<file path="src/sv/wad_pkg.sv">
`timescale 1ns / 1ps
// Shared types and constants for the int8 window average pool.
// No dependencies; every other file of the block imports this package.
package wad_pkg;

    localparam int SAMPLE_W       = 8;
    localparam int PROD_W         = 16;
    localparam int SUM_W          = 32;
    localparam int SHIFT_W        = 5;
    localparam int SIDE_REG_W     = 5;
    localparam int SIDE_CMP_W     = 7;
    localparam int QDEPTH         = 2;
    localparam int QPTR_W         = 1;
    localparam int QCNT_W         = 2;
    localparam int DIV_STEPS      = 32;
    localparam int SCALE_FRAC_TOP = 25;
    localparam int EXTRA_SHIFT    = 6;

    localparam logic signed [SAMPLE_W-1:0] OUT_MAX     = 8'sh7f;
    localparam logic signed [SAMPLE_W-1:0] OUT_MIN     = 8'sh80;
    localparam logic signed [SAMPLE_W-1:0] OUT_MIN_SYM = 8'sh81;
    localparam logic [SAMPLE_W-1:0]        SCALE_MAX   = 8'd127;
    localparam logic [SAMPLE_W-1:0]        SCALE_RESET = 8'd1;
    localparam logic [SHIFT_W-1:0]         SHIFT_RESET = 5'd2;

    typedef enum logic [2:0] {
        REG_HEIGHT   = 3'd0,
        REG_WIDTH    = 3'd1,
        REG_MODE     = 3'd2,
        REG_SCALE    = 3'd3,
        REG_SHIFT    = 3'd4,
        REG_BIAS     = 3'd5,
        REG_SYM      = 3'd6
    } reg_index_t;

    typedef struct packed {
        logic                first;
        logic                last;
        logic                sym;
        logic [SHIFT_W-1:0]  shift;
        logic [SUM_W-1:0]    start;
    } item_ctl_t;

    typedef struct packed {
        logic                busy;
        logic [SAMPLE_W-1:0] scale;
        logic [SHIFT_W-1:0]  shift;
    } derive_t;

endpackage

</file>
<file path="src/sv/wad_derive.sv">
`timescale 1ns / 1ps
// Derives scale and shift from the pooling window area with a bit-serial divider.
// Depends on wad_pkg.
module wad_derive
    import wad_pkg::*;
#(
    parameter int MAX_WINDOW_SIDE = 16
) (
    input  logic                  aclk,
    input  logic                  aresetn,
    input  logic                  start,
    input  logic [SIDE_REG_W-1:0] height,
    input  logic [SIDE_REG_W-1:0] width,
    output derive_t               result
);

    localparam int SIDE_W = $clog2(MAX_WINDOW_SIDE + 1);
    localparam int AREA_W = 2 * SIDE_W;
    localparam int C_W    = $clog2(AREA_W + 1);
    localparam int CNT_W  = $clog2(DIV_STEPS);

    typedef enum logic [3:0] {
        ST_IDLE = 4'b0001,
        ST_AREA = 4'b0010,
        ST_DIV  = 4'b0100,
        ST_FIN  = 4'b1000
    } derive_state_t;

    derive_state_t        state_reg, state_next;
    logic [AREA_W-1:0]    area_reg;
    logic [AREA_W-1:0]    rem_reg;
    logic [SUM_W-1:0]     quo_reg;
    logic [CNT_W-1:0]     cnt_reg;
    logic [SAMPLE_W-1:0]  scale_reg, scale_next;
    logic [SHIFT_W-1:0]   shift_reg, shift_next;

    logic [SIDE_W-1:0]    side_h, side_w;
    logic [AREA_W:0]      trial;
    logic                 trial_ge;
    logic [AREA_W-1:0]    area_m1;
    logic [C_W-1:0]       c_val;
    logic                 pow2;
    logic [SHIFT_W-1:0]   q_val;
    logic [SUM_W:0]       rounded;

    function automatic logic [SIDE_W-1:0] clamp_side(input logic [SIDE_REG_W-1:0] s);
        logic [SIDE_CMP_W-1:0] ext;
        logic [SIDE_CMP_W-1:0] lim;
        ext = SIDE_CMP_W'(s);
        lim = SIDE_CMP_W'(MAX_WINDOW_SIDE);
        if (ext == '0) begin
            return SIDE_W'(1);
        end else if (ext > lim) begin
            return SIDE_W'(lim);
        end
        return SIDE_W'(ext);
    endfunction

    assign side_h   = clamp_side(height);
    assign side_w   = clamp_side(width);
    assign trial    = {rem_reg, (cnt_reg == '0)};
    assign trial_ge = (trial >= {1'b0, area_reg});
    assign area_m1  = area_reg - AREA_W'(1);
    assign pow2     = ((area_reg & area_m1) == '0);

    always_comb begin
        c_val = '0;
        for (int i = 0; i < AREA_W; i++) begin
            if (area_m1[i]) begin
                c_val = C_W'(i + 1);
            end
        end
    end

    assign q_val   = SHIFT_W'(SCALE_FRAC_TOP) - SHIFT_W'(c_val);
    assign rounded = ({1'b0, quo_reg} + ((SUM_W + 1)'(1) << (q_val - SHIFT_W'(1)))) >> q_val;

    always_comb begin
        scale_next = scale_reg;
        shift_next = shift_reg;
        if (state_reg == ST_FIN) begin
            if (pow2) begin
                scale_next = SAMPLE_W'(1);
                shift_next = SHIFT_W'(c_val);
            end else begin
                scale_next = (rounded > (SUM_W + 1)'(SCALE_MAX)) ? SCALE_MAX
                                                                : rounded[SAMPLE_W-1:0];
                shift_next = SHIFT_W'(c_val) + SHIFT_W'(EXTRA_SHIFT);
            end
        end
    end

    always_comb begin
        state_next = state_reg;
        case (state_reg)
            ST_IDLE: state_next = ST_IDLE;
            ST_AREA: state_next = ST_DIV;
            ST_DIV: begin
                if (cnt_reg == CNT_W'(DIV_STEPS - 1)) begin
                    state_next = ST_FIN;
                end
            end
            ST_FIN:  state_next = ST_IDLE;
            default: state_next = ST_IDLE;
        endcase
        if (start) begin
            state_next = ST_AREA;
        end
    end

    always_ff @(posedge aclk) begin
        if (!aresetn) begin
            state_reg <= ST_IDLE;
            scale_reg <= SCALE_RESET;
            shift_reg <= SHIFT_RESET;
        end else begin
            state_reg <= state_next;
            scale_reg <= scale_next;
            shift_reg <= shift_next;
        end
    end

    always_ff @(posedge aclk) begin
        if (state_reg == ST_AREA) begin
            area_reg <= AREA_W'(side_h) * AREA_W'(side_w);
            rem_reg  <= '0;
            quo_reg  <= '0;
            cnt_reg  <= '0;
        end else if (state_reg == ST_DIV) begin
            cnt_reg <= cnt_reg + CNT_W'(1);
            if (trial_ge) begin
                rem_reg <= AREA_W'(trial - {1'b0, area_reg});
                quo_reg <= {quo_reg[SUM_W-2:0], 1'b1};
            end else begin
                rem_reg <= AREA_W'(trial);
                quo_reg <= {quo_reg[SUM_W-2:0], 1'b0};
            end
        end
    end

    assign result.busy  = (state_reg != ST_IDLE);
    assign result.scale = scale_reg;
    assign result.shift = shift_reg;

endmodule

</file>
<file path="src/sv/wad_front.sv">
`timescale 1ns / 1ps
// Front end: accepts pixel requests, tags window start and end, forms the
// lane products and holds them in a two-entry queue. Depends on wad_pkg.
module wad_front
    import wad_pkg::*;
#(
    parameter int LANES = 4
) (
    input  logic                               aclk,
    input  logic                               aresetn,
    input  logic                               s_tvalid,
    output logic                               s_tready,
    input  logic [LANES*SAMPLE_W-1:0]          s_tdata,
    input  logic                               s_tlast,
    input  derive_t                            derived,
    input  logic                               explicit_mode,
    input  logic [SAMPLE_W-1:0]                explicit_scale,
    input  logic [SHIFT_W-1:0]                 explicit_shift,
    input  logic [SUM_W-1:0]                   bias,
    input  logic                               symmetric_saturation,
    input  logic                               pop,
    output logic                               head_valid,
    output item_ctl_t                          head_ctl,
    output logic [LANES-1:0][PROD_W-1:0]       head_prod
);

    item_ctl_t                       ctl_mem [QDEPTH];
    logic [LANES-1:0][PROD_W-1:0]    prod_mem [QDEPTH];
    logic [QPTR_W-1:0]               wr_ptr_reg, rd_ptr_reg;
    logic [QCNT_W-1:0]               count_reg, count_next;
    logic                            window_open_reg;

    logic                            push;
    logic signed [PROD_W-1:0]        scale;
    item_ctl_t                       in_ctl;
    logic [LANES-1:0][PROD_W-1:0]    in_prod;

    assign s_tready = !derived.busy && (count_reg != QCNT_W'(QDEPTH));
    assign push     = s_tvalid && s_tready;
    assign scale    = explicit_mode ? PROD_W'($signed(explicit_scale))
                                    : PROD_W'($signed(derived.scale));

    always_comb begin
        for (int i = 0; i < LANES; i++) begin
            in_prod[i] = PROD_W'(PROD_W'($signed(s_tdata[i*SAMPLE_W +: SAMPLE_W])) * scale);
        end
    end

    always_comb begin
        in_ctl.first = !window_open_reg;
        in_ctl.last  = s_tlast;
        in_ctl.sym   = symmetric_saturation;
        in_ctl.shift = explicit_mode ? explicit_shift : derived.shift;
        in_ctl.start = explicit_mode ? bias : '0;
    end

    always_comb begin
        count_next = count_reg;
        if (push && !pop) begin
            count_next = count_reg + QCNT_W'(1);
        end else if (pop && !push) begin
            count_next = count_reg - QCNT_W'(1);
        end
    end

    always_ff @(posedge aclk) begin
        if (!aresetn) begin
            wr_ptr_reg      <= '0;
            rd_ptr_reg      <= '0;
            count_reg       <= '0;
            window_open_reg <= 1'b0;
        end else begin
            count_reg <= count_next;
            if (push) begin
                wr_ptr_reg      <= wr_ptr_reg + QPTR_W'(1);
                window_open_reg <= !s_tlast;
            end
            if (pop) begin
                rd_ptr_reg <= rd_ptr_reg + QPTR_W'(1);
            end
        end
    end

    always_ff @(posedge aclk) begin
        if (push) begin
            ctl_mem[wr_ptr_reg]  <= in_ctl;
            prod_mem[wr_ptr_reg] <= in_prod;
        end
    end

    assign head_valid = (count_reg != '0);
    assign head_ctl   = ctl_mem[rd_ptr_reg];
    assign head_prod  = prod_mem[rd_ptr_reg];

endmodule

</file>
<file path="src/sv/wad_back.sv">
`timescale 1ns / 1ps
// Back end: lane accumulators, then rounding shift and int8 saturation into
// the output register. Depends on wad_pkg.
module wad_back
    import wad_pkg::*;
#(
    parameter int LANES = 4
) (
    input  logic                               aclk,
    input  logic                               aresetn,
    input  logic                               head_valid,
    input  item_ctl_t                          head_ctl,
    input  logic [LANES-1:0][PROD_W-1:0]       head_prod,
    output logic                               pop,
    output logic                               m_tvalid,
    input  logic                               m_tready,
    output logic [LANES*SAMPLE_W-1:0]          m_tdata
);

    logic [LANES-1:0][SUM_W-1:0]     sums_reg, sums_next;
    logic [LANES-1:0][SUM_W-1:0]     fin_sum_reg;
    logic [SHIFT_W-1:0]              fin_shift_reg;
    logic                            fin_sym_reg;
    logic                            fin_valid_reg;
    logic                            m_tvalid_reg;
    logic [LANES*SAMPLE_W-1:0]       m_tdata_reg, m_tdata_next;

    logic                            out_free;
    logic                            fin_free;
    logic                            fin_move;

    function automatic logic [SAMPLE_W-1:0] round_sat(input logic [SUM_W-1:0]   sum,
                                                      input logic [SHIFT_W-1:0] sh,
                                                      input logic               sym);
        logic signed [SUM_W:0]    wide;
        logic signed [SUM_W:0]    rnd;
        logic signed [SUM_W:0]    shifted;
        logic signed [SUM_W:0]    hi;
        logic signed [SUM_W:0]    lo;
        wide    = $signed({sum[SUM_W-1], sum});
        rnd     = (sh == '0) ? '0 : ((SUM_W + 1)'(1) <<< (sh - SHIFT_W'(1)));
        shifted = (wide + rnd) >>> sh;
        hi      = (SUM_W + 1)'(OUT_MAX);
        lo      = sym ? (SUM_W + 1)'(OUT_MIN_SYM) : (SUM_W + 1)'(OUT_MIN);
        if (shifted > hi) begin
            return OUT_MAX;
        end else if (shifted < lo) begin
            return lo[SAMPLE_W-1:0];
        end
        return shifted[SAMPLE_W-1:0];
    endfunction

    assign out_free = !m_tvalid_reg || m_tready;
    assign fin_free = !fin_valid_reg || out_free;
    assign fin_move = fin_valid_reg && out_free;
    assign pop      = head_valid && (!head_ctl.last || fin_free);

    always_comb begin
        for (int i = 0; i < LANES; i++) begin
            sums_next[i] = (head_ctl.first ? head_ctl.start : sums_reg[i])
                         + {{(SUM_W - PROD_W){head_prod[i][PROD_W-1]}}, head_prod[i]};
        end
    end

    always_comb begin
        for (int i = 0; i < LANES; i++) begin
            m_tdata_next[i*SAMPLE_W +: SAMPLE_W] =
                round_sat(fin_sum_reg[i], fin_shift_reg, fin_sym_reg);
        end
    end

    always_ff @(posedge aclk) begin
        if (!aresetn) begin
            sums_reg      <= '0;
            fin_valid_reg <= 1'b0;
            m_tvalid_reg  <= 1'b0;
        end else begin
            if (pop) begin
                sums_reg <= sums_next;
            end
            if (pop && head_ctl.last) begin
                fin_valid_reg <= 1'b1;
            end else if (fin_move) begin
                fin_valid_reg <= 1'b0;
            end
            if (fin_move) begin
                m_tvalid_reg <= 1'b1;
            end else if (m_tready) begin
                m_tvalid_reg <= 1'b0;
            end
        end
    end

    always_ff @(posedge aclk) begin
        if (pop && head_ctl.last) begin
            fin_sum_reg   <= sums_next;
            fin_shift_reg <= head_ctl.shift;
            fin_sym_reg   <= head_ctl.sym;
        end
        if (fin_move) begin
            m_tdata_reg <= m_tdata_next;
        end
    end

    assign m_tvalid = m_tvalid_reg;
    assign m_tdata  = m_tdata_reg;

endmodule

</file>
<file path="src/sv/int8_window_average_pool.sv">
`timescale 1ns / 1ps
// Int8 window average pool: one pixel request per cycle unless input is stalled, one
// multiply-accumulate per lane. Window sums pass a final-sum register, then the output
// register. Writing window_height or window_width stalls input while the serial divider
// derives scale and shift. Reset is synchronous: registers take their defaults, sums clear.
// Top level; depends on wad_pkg, wad_derive, wad_front and wad_back.
module int8_window_average_pool
    import wad_pkg::*;
#(
    parameter int LANES           = 4,
    parameter int MAX_WINDOW_SIDE = 16
) (
    input  logic                      aclk,
    input  logic                      aresetn,
    input  logic                      s_tvalid,
    output logic                      s_tready,
    // Fields from bit 0 up: sample_a, sample_b, sample_c, sample_d.
    input  logic [LANES*SAMPLE_W-1:0] s_tdata,
    input  logic                      s_tlast,
    output logic                      m_tvalid,
    input  logic                      m_tready,
    // Fields from bit 0 up: average_a, average_b, average_c, average_d.
    output logic [LANES*SAMPLE_W-1:0] m_tdata,
    input  logic                      psel,
    input  logic                      penable,
    input  logic                      pwrite,
    input  logic [4:0]                paddr,
    input  logic [31:0]               pwdata,
    output logic [31:0]               prdata,
    output logic                      pready
);

    logic [SIDE_REG_W-1:0]     height_reg;
    logic [SIDE_REG_W-1:0]     width_reg;
    logic                      mode_reg;
    logic [SAMPLE_W-1:0]       scale_reg;
    logic [SHIFT_W-1:0]        shift_reg;
    logic [SUM_W-1:0]          bias_reg;
    logic                      sym_reg;

    logic                      cfg_write;
    reg_index_t                cfg_index;
    logic                      derive_start;
    derive_t                   derived;
    logic                      pop;
    logic                      head_valid;
    item_ctl_t                 head_ctl;
    logic [LANES-1:0][PROD_W-1:0] head_prod;

    assign pready       = 1'b1;
    assign cfg_write    = psel && penable && pwrite && pready;
    assign cfg_index    = reg_index_t'(paddr[4:2]);
    assign derive_start = cfg_write && (cfg_index == REG_HEIGHT || cfg_index == REG_WIDTH);

    always_ff @(posedge aclk) begin
        if (!aresetn) begin
            height_reg <= SIDE_REG_W'(2);
            width_reg  <= SIDE_REG_W'(2);
            mode_reg   <= 1'b0;
            scale_reg  <= SAMPLE_W'(1);
            shift_reg  <= '0;
            bias_reg   <= '0;
            sym_reg    <= 1'b0;
        end else if (cfg_write) begin
            case (cfg_index)
                REG_HEIGHT: height_reg <= pwdata[SIDE_REG_W-1:0];
                REG_WIDTH:  width_reg  <= pwdata[SIDE_REG_W-1:0];
                REG_MODE:   mode_reg   <= pwdata[0];
                REG_SCALE:  scale_reg  <= pwdata[SAMPLE_W-1:0];
                REG_SHIFT:  shift_reg  <= pwdata[SHIFT_W-1:0];
                REG_BIAS:   bias_reg   <= pwdata;
                REG_SYM:    sym_reg    <= pwdata[0];
                default: ;
            endcase
        end
    end

    always_comb begin
        case (cfg_index)
            REG_HEIGHT: prdata = 32'(height_reg);
            REG_WIDTH:  prdata = 32'(width_reg);
            REG_MODE:   prdata = 32'(mode_reg);
            REG_SCALE:  prdata = 32'(scale_reg);
            REG_SHIFT:  prdata = 32'(shift_reg);
            REG_BIAS:   prdata = bias_reg;
            REG_SYM:    prdata = 32'(sym_reg);
            default:    prdata = '0;
        endcase
    end

    wad_derive #(
        .MAX_WINDOW_SIDE(MAX_WINDOW_SIDE)
    ) u_derive (
        .aclk    (aclk),
        .aresetn (aresetn),
        .start   (derive_start),
        .height  (height_reg),
        .width   (width_reg),
        .result  (derived)
    );

    wad_front #(
        .LANES(LANES)
    ) u_front (
        .aclk                 (aclk),
        .aresetn              (aresetn),
        .s_tvalid             (s_tvalid),
        .s_tready             (s_tready),
        .s_tdata              (s_tdata),
        .s_tlast              (s_tlast),
        .derived              (derived),
        .explicit_mode        (mode_reg),
        .explicit_scale       (scale_reg),
        .explicit_shift       (shift_reg),
        .bias                 (bias_reg),
        .symmetric_saturation (sym_reg),
        .pop                  (pop),
        .head_valid           (head_valid),
        .head_ctl             (head_ctl),
        .head_prod            (head_prod)
    );

    wad_back #(
        .LANES(LANES)
    ) u_back (
        .aclk       (aclk),
        .aresetn    (aresetn),
        .head_valid (head_valid),
        .head_ctl   (head_ctl),
        .head_prod  (head_prod),
        .pop        (pop),
        .m_tvalid   (m_tvalid),
        .m_tready   (m_tready),
        .m_tdata    (m_tdata)
    );

    assert property (@(posedge aclk) disable iff (!aresetn)
        derived.busy |-> !s_tready)
        else $error("input request accepted while scale derivation runs");

    assert property (@(posedge aclk) disable iff (!aresetn)
        pop |-> head_valid)
        else $error("back end popped an empty queue");

    assert property (@(posedge aclk) disable iff (!aresetn)
        derive_start |=> derived.busy)
        else $error("window size write did not start derivation");

endmodule
</file>
<file path="config.mk">
export PLATFORM = sky130hd
export DESIGN_NAME = int8_window_average_pool
export DESIGN_NICKNAME = d
export VERILOG_FILES = /design/src/sv/wad_pkg.sv /design/src/sv/wad_derive.sv /design/src/sv/wad_front.sv /design/src/sv/wad_back.sv /design/src/sv/int8_window_average_pool.sv
export SDC_FILE = /design/constraint.sdc
export NUM_CORES = 2
export LEC_CHECK = 0
export BUFFER_PORTS_ARGS = -buffer_cell sky130_fd_sc_hd__buf_2
export CAP_MARGIN = 20
export CORE_AREA = 2 2 408 511
export CTS_CLUSTER_DIAMETER = 80
export DETAILED_ROUTE_END_ITERATION = 12
export DIE_AREA = 0 0 410 513
export GPL_TIMING_DRIVEN = 0
export PLACE_DENSITY = 0.4
export SYNTH_ARGS = -nofsm -noshare
export SYNTH_HDL_FRONTEND = slang
export SYNTH_SLANG_ARGS = --single-unit
</file>
<file path="constraint.sdc">
create_clock -name aclk -period 11.3 [get_ports aclk]
set_clock_uncertainty 0.2 [all_clocks]
set_input_delay 1.13 -clock aclk [delete_from_list [all_inputs] [get_ports aclk]]
set_output_delay 1.13 -clock aclk [all_outputs]
set_load 0.005 [all_outputs]
</file>
==> flow_metrics.py <==
metrics = {
    "status": {
        "status": "complete, no violations",
    },
    "worst_hold_path": {
        "worstHoldStart": "u_back.sums_reg[119]",
        "hold_class": "reg2reg",
        "hold_end": "u_back.sums_reg[119]",
        "hold_depth": 2,
    },
    "worst_setup_path": {
        "r2r_end": "u_back.m_tdata[24]",
        "r2r-start": "u_back.fin_shift_reg[2]",
        "cp.required_ns": 11.56,
        "path_class": "reg2reg",
        "critPathCaptureType": "register",
        "start_kind": "register",
        "r2r_cells": 24,
        "path_max_fanout": 19,
        "ff2ff_setup_slack_ns": 0.32,
        "arrival_ns": 11.25,
    },
    "synthesis": {
        "synth_area_um2": 61200,
        "netlist.area_leader.share_pct": 18.8,
        "async_flop_share_pct": 0,
        "syn_inst": 7008,
        "synth_ff_type": "edfxtp_1",
        "synth_edf_count": 384,
        "synth_area_leaders": "edfxtp_1, ha_1, dfxtp_1",
        "synth.ff_latch_count": 641,
        "yosysSeqAreaShare_pct": 27.2,
        "synth_area_leader_cell": "edfxtp_1",
        "syn_area_per_cell_um2": 8.74,
        "ys_warn_count": 0,
        "synth.distinct_cells": 121,
    },
    "pwr": {
        "power_mw": 18.2,
        "p_int_mw": 8.91,
        "irDropWorstVdd_mv": 0.138,
        "leakage_nw": 27.8,
        "power_density_nw_per_um2": 263,
        "switching_power_mw": 9.34,
        "sequentialPowerShare_pct": 20.9,
        "power_frac_clock_pct": 14.4,
        "p_comb_share_pct": 64.7,
        "p_sw_share_pct": 51.2,
    },
    "sta": {
        "worst_slew_pin_slew_ns": 1.27,
        "setup_viol_count_final": 0,
        "fmax_mhz": 91.0,
        "post-route-min-period_ns": 10.98,
        "fin_setup_tns_ns": 0,
        "rsz0062_at_grt": "no",
        "setup_slack_ns": 0.317,
        "hold_viol_final": 0,
        "timing.slew.headroom_pct": 15.5,
        "fin_crit_sh_pct": 97.2,
        "drv_slew": 0,
    },
    "global_route": {
        "grt_pass1_vias": 56200,
        "grt_max_degree": 36,
        "antenna_found_initial": 6,
        "grt_pass1_wl_um": 411000,
        "grt_use_total_pct": 26.8,
        "grt-ovfl-total": 0,
    },
    "clock_tree": {
        "cts_root_buf": "clkbuf_16",
        "h-tree-depth": 3,
        "clkTransAtPathRegs_ns": 0.06,
        "cts_tree": "done",
        "cts_buffers": 77,
        "clockBufferDepth": 3,
        "clkSinkCount": 641,
        "hold_buffers": 0,
        "worst_skew_pair.late_latency_ns": 0.74,
    },
    "place": {
        "post-place-ws_ns": -1.68,
        "gp_congestion": 0.998,
        "placed_area_um2": 66400,
        "dpl.hpwl_um": 240000,
        "portBuffers": 137,
    },
    "floorplanning": {
        "die-height_um": 513,
        "ios": 144,
        "initial_utilization_pct": 29.9,
        "row_count": 186,
        "dieArea_um2": 210000,
        "die_x_um": 410,
        "coreArea_um2": 205000,
    },
    "layout": {
        "design_area_um2": 69300,
        "area_delta_synth_final_pct": 13.2,
        "drive_gt1_share_pct": 9.27,
        "nNetsFinal": 8080,
        "fin_util_pct": 33.8,
    },
    "detailed_routing": {
        "viasPerCell": 5.53,
        "drc_errors": 0,
        "first_pass_iters": 7,
        "drt-initial-drc-count": 3806,
        "drt_wl_total_um": 287000,
        "routedWlPerCell_um": 28.3,
        "routed-via-count": 55900,
        "antenna_left": 0,
    },
    "run": {
        "maxCapViolCount": 0,
    },
}
timing repair:
action	CTS	global route
pin swaps	1	0
endpoints found under the setup margin	33	18
setup buffers	1	0
resized for setup	11	11
Yosys cell counts (37+ instances only):
cell / count
o21a_1: 179
a31oi_1: 77
mux2_2: 138
dfxtp_1: 257
a211oi_1: 120
a21oi_1: 528
nand3_1: 140
nor2_1: 463
a22o_1: 42
inv_1: 433
o21bai_1: 49
nor2b_1: 83
o31ai_1: 37
xnor2_1: 218
buf_1: 63
o21ai_0: 255
a22oi_1: 40
nand2_1: 803
clkbuf_1: 273
nor3_1: 162
o211ai_1: 67
and2_1: 202
a21o_1: 140
xor2_1: 99
or3_1: 38
nand4_1: 57
fa_1: 239
and3_1: 76
edfxtp_1: 384
nand2b_1: 57
mux2i_1: 180
ha_1: 447
area by class of cell:
cell class / instances / area, um2
fillers: 21600 / 136000
multi-input cells: 5576 / 41600
flip-flops and latches: 641 / 16700
well taps: 2726 / 3410
clock buffers: 89 / 2030
repair buffers: 216 / 1800
inverters: 442 / 1660
plain buffers: 363 / 1430
clock inverters: 55 / 641
diodes: 3 / 7.51
cells in the final DEF (no fill, tap or decap), types with 156 or more instances in the layout:
master | synthesis | layout
edfxtp_1 | 384 | 384
buf_2 | 23 | 161
inv_1 | 433 | 433
nand2_1 | 803 | 803
xnor2_1 | 218 | 217
o21a_1 | 179 | 179
clkbuf_1 | 273 | 271
nor2_1 | 463 | 453
fa_1 | 239 | 239
o21ai_0 | 255 | 255
mux2i_1 | 180 | 180
ha_1 | 447 | 447
a21oi_1 | 528 | 528
and2_1 | 202 | 202
nor3_1 | 162 | 156
dfxtp_1 | 257 | 257
worst max-delay path, cell delays in order, from the launching register on:
cell             delay (ns)
edfxtp_1               0.53
clkbuf_1               0.40
clkbuf_1               0.46
clkbuf_2               0.57
clkdlybuf4s15_2        0.66
clkbuf_2               0.63
clkdlybuf4s15_2        0.64
nand2_1                0.28
nor2_2                 0.60
ha_1                   0.41
and3_1                 0.22
a22o_1                 0.19
o31ai_1                0.55
o21ai_1                0.46
o21a_1                 0.30
o211ai_1               0.47
inv_1                  0.26
clkbuf_1               0.39
o221ai_1               0.54
mux2i_1                0.35
nor4b_1                0.40
a41oi_1                0.25
nor4b_4                0.56
nand3_1                0.13
o311a_1                0.17
metrics by stage:
stage / hold slack (ns) / instances
after floorplan: 0.232 / 7024
after global placement: 0.240 / 9887
after detailed placement: 0.247 / 9951
after CTS: 0.255 / 10100
after global routing: 0.271 / 10100
final: 0.256 / 10100
cells by family (layout without fill, tap and decap cells):
| group | count (synthesis) | count (layout) | share of synthesized area (%) |
|---|---|---|---|
| compound gates | 1964 | 1964 | 21.9 |
| xor+xnor | 317 | 317 | 4.53 |
| fa+ha+maj | 686 | 686 | 17.0 |
| buf+inv | 807 | 1165 | 5.02 |
| flops | 641 | 641 | 27.2 |
| mux | 356 | 356 | 6.83 |
| other cells | 2 | 21 | 0.0123 |
| simple gates | 2235 | 2235 | 17.5 |
per-layer routing:
layer  global-route usage [%]  up-vias  routed length [um]
met2                     48.7     1713              145000
met3                     2.83      661                9900
met1                     29.1    27400              108000
met4                     18.5        2               23600
met5                        0        -                  16
li1                         -    26200                   -
power by group through the flow:
| stage | clock network, mW | logic (mW) | registers [mW] |
|---|---|---|---|
| floorplan | 0 | 7.42 | 3.75 |
| global placement | 0 | 11.5 | 3.95 |
| detailed placement | 0 | 11.6 | 3.85 |
| CTS | 2.71 | 11.6 | 3.81 |
| global route | 2.79 | 12.7 | 3.87 |
| finish | 2.64 | 11.8 | 3.81 |
worst max-delay path by stage:
stage,from,to,cells past startpoint,slack (ns)
2_1_floorplan,u_derive.area_reg[1],u_derive.scale_reg[3],38,2.83
3_3_place_gp,u_back.fin_shift_reg[2],u_back.m_tdata[24],25,-1.68
3_5_place_dp,u_back.fin_shift_reg[2],u_back.m_tdata[25],25,-1.68
4_1_cts,u_derive.area_reg[1],u_derive.scale_reg[3],38,0.17
5_1_grt,u_back.fin_shift_reg[2],u_back.m_tdata[24],24,0.01
6_report,u_back.fin_shift_reg[2],u_back.m_tdata[24],24,0.32
Power figures use the tool's default switching activity.
